==> src/rtl/tgs_pkg.sv <==
// ----------------------------------------------------------------------------
// tgs_pkg: shared types and constants of the touch gesture slot machine
// Holds the item structs, phase codes, register indexes and helper functions.
// ----------------------------------------------------------------------------
package tgs_pkg;

  localparam int unsigned SlotCount = 10;
  localparam int unsigned SlotW = (SlotCount > 1) ? $clog2(SlotCount) : 1;

  typedef enum logic [4:0] {
    PH_IDLE = 5'b00001,
    PH_CAND = 5'b00010,
    PH_DRAG = 5'b00100,
    PH_LONG = 5'b01000,
    PH_REL  = 5'b10000
  } phase_e;

  typedef enum logic [1:0] {
    EV_IDLE = 2'd0,
    EV_DOWN = 2'd1,
    EV_MOVE = 2'd2,
    EV_UP   = 2'd3
  } event_e;

  localparam logic [2:0] RegStable  = 3'd0;
  localparam logic [2:0] RegMinSig  = 3'd1;
  localparam logic [2:0] RegMinSize = 3'd2;
  localparam logic [2:0] RegDrag    = 3'd3;
  localparam logic [2:0] RegLongFr  = 3'd4;
  localparam logic [2:0] RegLongTol = 3'd5;
  localparam logic [2:0] RegGrace   = 3'd6;

  typedef struct packed {
    logic [3:0]  slot_index;
    logic        contact_present;
    logic        tracker_up;
    logic [15:0] contact_x;
    logic [15:0] contact_y;
    logic [23:0] contact_signal;
    logic [15:0] contact_size;
    logic [11:0] contact_area;
    logic        contact_edge;
  } in_item_t;

  typedef struct packed {
    logic [3:0]  out_slot;
    logic        reported;
    logic [1:0]  report_event;
    logic [15:0] out_x;
    logic [15:0] out_y;
    logic [23:0] out_signal;
    logic [15:0] out_size;
    logic [11:0] out_area;
    logic        out_edge;
    logic        last_of_item;
  } out_item_t;

  typedef struct packed {
    logic [4:0]  press_stable_frames;
    logic [23:0] press_min_signal;
    logic [15:0] press_min_size;
    logic [15:0] drag_threshold;
    logic [8:0]  long_press_frames;
    logic [15:0] long_press_tolerance;
    logic [4:0]  release_grace_frames;
  } cfg_t;

  // Item passed from front to back, with its slot trimmed to the width of
  // the slot store index.
  typedef struct packed {
    logic [SlotW-1:0] slot;
    in_item_t         item;
  } work_t;

  function automatic logic [15:0] sat_inc(input logic [15:0] v);
    return (v == 16'hFFFF) ? v : v + 16'd1;
  endfunction

  function automatic logic [15:0] abs_diff(input logic [15:0] a, input logic [15:0] b);
    return (a > b) ? a - b : b - a;
  endfunction

endpackage

==> src/rtl/tgs_front.sv <==
// ----------------------------------------------------------------------------
// tgs_front: input stage
// Accepts items, drops out-of-range slots and queues the rest for the back.
// ----------------------------------------------------------------------------
module tgs_front (
  input  logic              clk_i,
  input  logic              rst_ni,
  input  logic              push_i,
  output logic              full_o,
  input  tgs_pkg::in_item_t item_i,
  output logic              wvalid_o,
  input  logic              wready_i,
  output tgs_pkg::work_t    work_o
);
  import tgs_pkg::*;

  // Two-entry queue decouples the tracker side from the slot engine.
  work_t     mem_q [2];
  logic      wr_q, rd_q;
  logic [1:0] cnt_q;
  logic      acc, keep, deq;

  assign full_o   = (cnt_q == 2'd2);
  assign acc      = push_i && !full_o;
  assign keep     = acc && ({28'd0, item_i.slot_index} < 32'(SlotCount));
  assign wvalid_o = (cnt_q != 2'd0);
  assign deq      = wvalid_o && wready_i;
  assign work_o   = mem_q[rd_q];

  always_ff @(posedge clk_i) begin
    if (keep) begin
      mem_q[wr_q] <= '{slot: item_i.slot_index[SlotW-1:0], item: item_i};
    end
  end

  always_ff @(posedge clk_i or negedge rst_ni) begin
    if (!rst_ni) begin
      wr_q  <= 1'b0;
      rd_q  <= 1'b0;
      cnt_q <= 2'd0;
    end else begin
      if (keep) wr_q <= ~wr_q;
      if (deq) rd_q <= ~rd_q;
      cnt_q <= cnt_q + {1'b0, keep} - {1'b0, deq};
    end
  end
endmodule

==> config.mk <==
export PLATFORM = sky130hd
export DESIGN_NAME = tgs_front
export DESIGN_NICKNAME = d
export VERILOG_FILES = /design/src/rtl/tgs_pkg.sv /design/src/rtl/tgs_front.sv
export SDC_FILE = /design/constraint.sdc
export NUM_CORES = 1
export LEC_CHECK = 0
export ABC_AREA = 1
export ABC_CLOCK_PERIOD_IN_PS = 5430
export BUFFER_PORTS_ARGS = -buffer_cell sky130_fd_sc_hd__buf_4
export CORE_MARGIN = 5
export CORE_UTILIZATION = 25
export CTS_CLUSTER_SIZE = 24
export DETAILED_ROUTE_END_ITERATION = 12
export GPL_ROUTABILITY_DRIVEN = 0
export MAX_ROUTING_LAYER = met4
export PLACE_DENSITY = 0.53
export SYNTH_ARGS = -nofsm -noshare
export SYNTH_HDL_FRONTEND = slang
export SYNTH_SLANG_ARGS = --single-unit
==> constraint.sdc <==
create_clock -name clk_i -period 5.43 [get_ports clk_i]
set_clock_uncertainty 0.05 [all_clocks]
set_input_delay 1.3575 -clock clk_i [delete_from_list [all_inputs] [get_ports clk_i]]
set_output_delay 1.3575 -clock clk_i [all_outputs]
set_load 0.01 [all_outputs]
Yosys cells after proc, flatten, opt, wreduce, memory -nomap -nowiden
Memory sizes are Yosys's and may differ from the RTL's. Index checks and enable logic that the tools add are counted.

Memories: 1. Bits in registers: 4. Logic and storage cells: 17. Output and inout port bits: 97. RAM bits: 190. Bits of input ports: 95.

Equality and inequality tests: 1. Mux-type cells: 2. Add/subtract/negate cells: 2. Bitwise gates (word level): 2. Reduce and logical (&&, ||, !) cells: 5. $lt $le $gt $ge: 1.

Memory list: mem_q (words 2, bits a word 95, rd ports 1, clocked after Yosys merged registers in 0, wr ports 1, line tgs_front.sv:18) `work_t mem_q [2];`.

Operators with widths (number): $lt 4x4->1 const B (1); $logic_and 1x1->1 (3); $add 2x1->2 (1); $eq 2x2->1 const B (1); $mux 1 (2); $not 1->1 (2); $reduce_bool 2->1 (1); $sub 2x1->2 (1); $logic_not 1->1 (1).

Depth between registers and ports, before layout
Depth in word-level cells: 6. Depth in mapped cells: 10. Depth with buffers taken out: 10.

Least setup slack after synthesis
OpenSTA, ideal clock, no wires.

Kind: input-to-reg. From: in item_i[89] in the netlist's numbering. To: mem mem_q[1][0] in the netlist's numbering, enable pin. Stages: 3. Path slack: -621 ps. Library setup time: 541 ps. Buffers on the path: 0. Data required time: 4839 ps. Data arrival time: 5460 ps. Cells stage by stage: o21ai_0 > nand2_1 > nor2_1.

Cells in the longest elaborated chain, start to end: 4.

RTL lines: start, declared (line tgs_front.sv:10) `input tgs_pkg::in_item_t item_i,`; $lt 4x4->1 (line tgs_front.sv:25) `assign keep = acc && ({28'd0, item_i.slot_index} < 32'(SlotCount));`; $logic_and 1x1->1 (line tgs_front.sv:25); $mux 1 (line tgs_front.sv:31) `if (keep) begin`; $mux 1 (not written as such) (line tgs_front.sv:32) `mem_q[wr_q] <= '{slot: item_i.slot_index[SlotW-1:0], item: item_i};`; end, declared (line tgs_front.sv:18).

No other way between the ends.

==> impl_metrics.env <==
export IMPL_path_cells="buf_4 > nand2_1 > nand2_1 > buf_4"
export IMPL_power_w=0.00476
export IMPL_num_rows=61
export IMPL_fill_cells=2736
export IMPL_synth_area_per_cell_um2=13.5
export IMPL_coreArea_um2=27600
export IMPL_start_kind="flip-flop"
export IMPL_routedWlPerCell_um=14.5
export IMPL_cp_slowest_stage_delay_ns=0.84
export IMPL_num_vias=4184
export IMPL_numCtsBuffers=17
export IMPL_grt_overflow=0
export IMPL_min_path_type="reg -> reg"
export IMPL_synthCells=511
export IMPL_r2r_slack_ns=3.21
export IMPL_gr_usage_all_layers=0.104
export IMPL_drt_wl_total_mm=15.8
export IMPL_setup_violations=0
export IMPL_p_per_area_nw_per_um2=512
export IMPL_grt_first_pass_wirelength_mm=23.9
export IMPL_crit_family="flip-flops"
export IMPL_slew_headroom=0.386
export IMPL_antenna_cells=0
export IMPL_drc_errors=0
export IMPL_htreeDepth=4
export IMPL_p_leak_nw=3.89
export IMPL_first_iter_violations=151
export IMPL_drive_gt1_frac=0.326
export IMPL_setup_worst_path_end_class="primary output"
export IMPL_cts_setup_buffers=0
export IMPL_fmax_mhz=277
export IMPL_fin_tns_setup_ns=0
export IMPL_clock_path_buffers=2
export IMPL_fin_ws_ns=1.82
export IMPL_tritoncts="yes"
export IMPL_synth_warning_count=0
export IMPL_synthDistinctLibCells=14
export IMPL_fin_util=0.338
export IMPL_grt_use_met3=0.0366
export IMPL_synth_area_um2=6920
export IMPL_cp_arrival_ns=2.20
export IMPL_cts_repair_resized=0
export IMPL_worst_pin_slew_ns=0.920
export IMPL_seq_area_frac_synth=0.804
export IMPL_crit_path_max_fanout=53
export IMPL_drt_pass1_iterations=4
export IMPL_ant_nets=0
export IMPL_cap_violations=0
export IMPL_cts_root_buf="clkbuf_16"
export IMPL_status="finished, final reports clean"
export IMPL_die_y_um=176
export IMPL_grt_max_degree=66
export IMPL_io_pins=192
export IMPL_grt_use_met2=0.166
export IMPL_syn_nets=608
export IMPL_pre_cts_slack_ns=1.96
export IMPL_worst_path_buf_inv=2
export IMPL_antenna_found_initial=0
export IMPL_portBuffers=191
export IMPL_maxSlewViolCount=0
export IMPL_hold_viol_final=0
export IMPL_cts_sinks=186
export IMPL_fin_nets=801
export IMPL_die_w_um=176
export IMPL_ys_seq_elements=186
export IMPL_cp_required_ns=4.02
export IMPL_clk_latency_ns=0.42
export IMPL_grt_busiest_layer="met2"
export IMPL_fin_crit_ns=3.61
export IMPL_ir_worst_vdd_v=0.000216
export IMPL_regArea_um2=5570
export IMPL_dieArea_um2=31100
export IMPL_use_met1=0.127
export IMPL_synthToLayoutAreaGrowth_pct=34.5
export IMPL_cts_clk_slew_worst_paths_ns=0.07
export IMPL_rsz0062_at_grt="no"
export IMPL_hold_buffers=0
export IMPL_path_class="reg -> out"
export IMPL_start_util=0.251
export IMPL_cp_slowest_cell="dfrtp_4"
export IMPL_hold_ws_ns=0.440
export IMPL_post_dp_hpwl_mm=10.3
export IMPL_via_per_inst=3.82
export IMPL_fin_crit_sh=0.665
export IMPL_multi_input_area_um2=1130
export IMPL_grt_pass1_vias=4217
-- sequential cells by signal, indices dropped and copies added (netlist names) --
register	flops
cnt_q	2
mem_q	182
rd_q	1
wr_q	1
-- Yosys cell counts, drive strengths merged --
cell    instances  area, um^2
dfrtp           4         100
a21oi           1        5.00
o21ai           1        5.00
edfxtp        182        5470
nor2            2        7.51
nand2         281        1050
xor2            1        8.76
nand3           1        5.00
ha              2        25.0
inv            11        41.3
buf            24         194
xnor2           1        8.76
-- worst reg2reg max path, cell delays in order, from the launching register on --
cell     delay (ns)
dfrtp_1        0.41
a21oi_1        0.20
nand3_1        0.16
inv_4          0.69
buf_4          0.39
-- area by class of cell --
type	instances	share of cell area
Clock inverter	15	0.0198
Timing Repair Buffer	198	0.160
Clock buffer	17	0.0457
Inverter	11	0.00484
Multi-Input combinational cell	290	0.121
Tap cell	378	0.0508
Sequential cell	186	0.598
-- per-stage QoR --
step	instance area (um^2)	std cells
floorplan	6920	511
global placement	8700	1063
detailed placement	8700	1063
CTS	9310	1095
global route	9310	1095
finish	9310	1095
-- cells in the final DEF (no fill, tap or decap) --
master / count
ha_1: 2
clkbuf_16: 17
dfrtp_1: 3
xnor2_1: 1
inv_4: 1
o21ai_0: 1
clkinvlp_4: 1
nand2_1: 281
nand3_1: 1
buf_4: 198
inv_8: 3
bufinv_16: 2
clkinv_2: 2
inv_6: 4
inv_1: 9
nor2_1: 1
dfrtp_4: 1
xor2_1: 1
edfxtp_1: 182
a21oi_1: 1
clkinv_8: 1
clkinv_4: 3
nor2_4: 1
-- cell families after synthesis --
logic type,Yosys count,synth area share
and+or+nand+nor,284,0.154
adders and majority gates,2,0.00362
AOI/OAI and AO/OA,2,0.00145
DFF,186,0.804
buffers and inverters,35,0.0340
xor gates and xnor gates,2,0.00253
-- where the power goes --
part | leakage [nW] | internal (W) | switching [W]
Clock | 0.297 | 0.000700 | 0.000573
Sequential | 1.72 | 0.00183 | 0.000115
Combinational | 1.87 | 0.000639 | 0.000901
-- layer usage --
layer | wire length (um) | up-vias
met5 | 0 | -
met4 | 193 | 0
met3 | 1040 | 14
met2 | 7640 | 117
met1 | 6970 | 1961
li1 | - | 2092
-- worst paths after layout --
path	from	end	cells after the start
worst max-delay path	rd_q$_DFFE_PN0P_	work_o[92]	4
worst min-delay path	wr_q$_DFFE_PN0N_	wr_q$_DFFE_PN0N_	2
worst max register to register	cnt_q[1]$_DFF_PN0_	mem_q[0][59]$_DFFE_PP_	4
worst min register to register	wr_q$_DFFE_PN0N_	wr_q$_DFFE_PN0N_	2
max in group asynchronous	rst_ni	rd_q$_DFFE_PN0P_	1
min in group asynchronous	rst_ni	wr_q$_DFFE_PN0N_	1
Power figures use the tool's default switching activity.
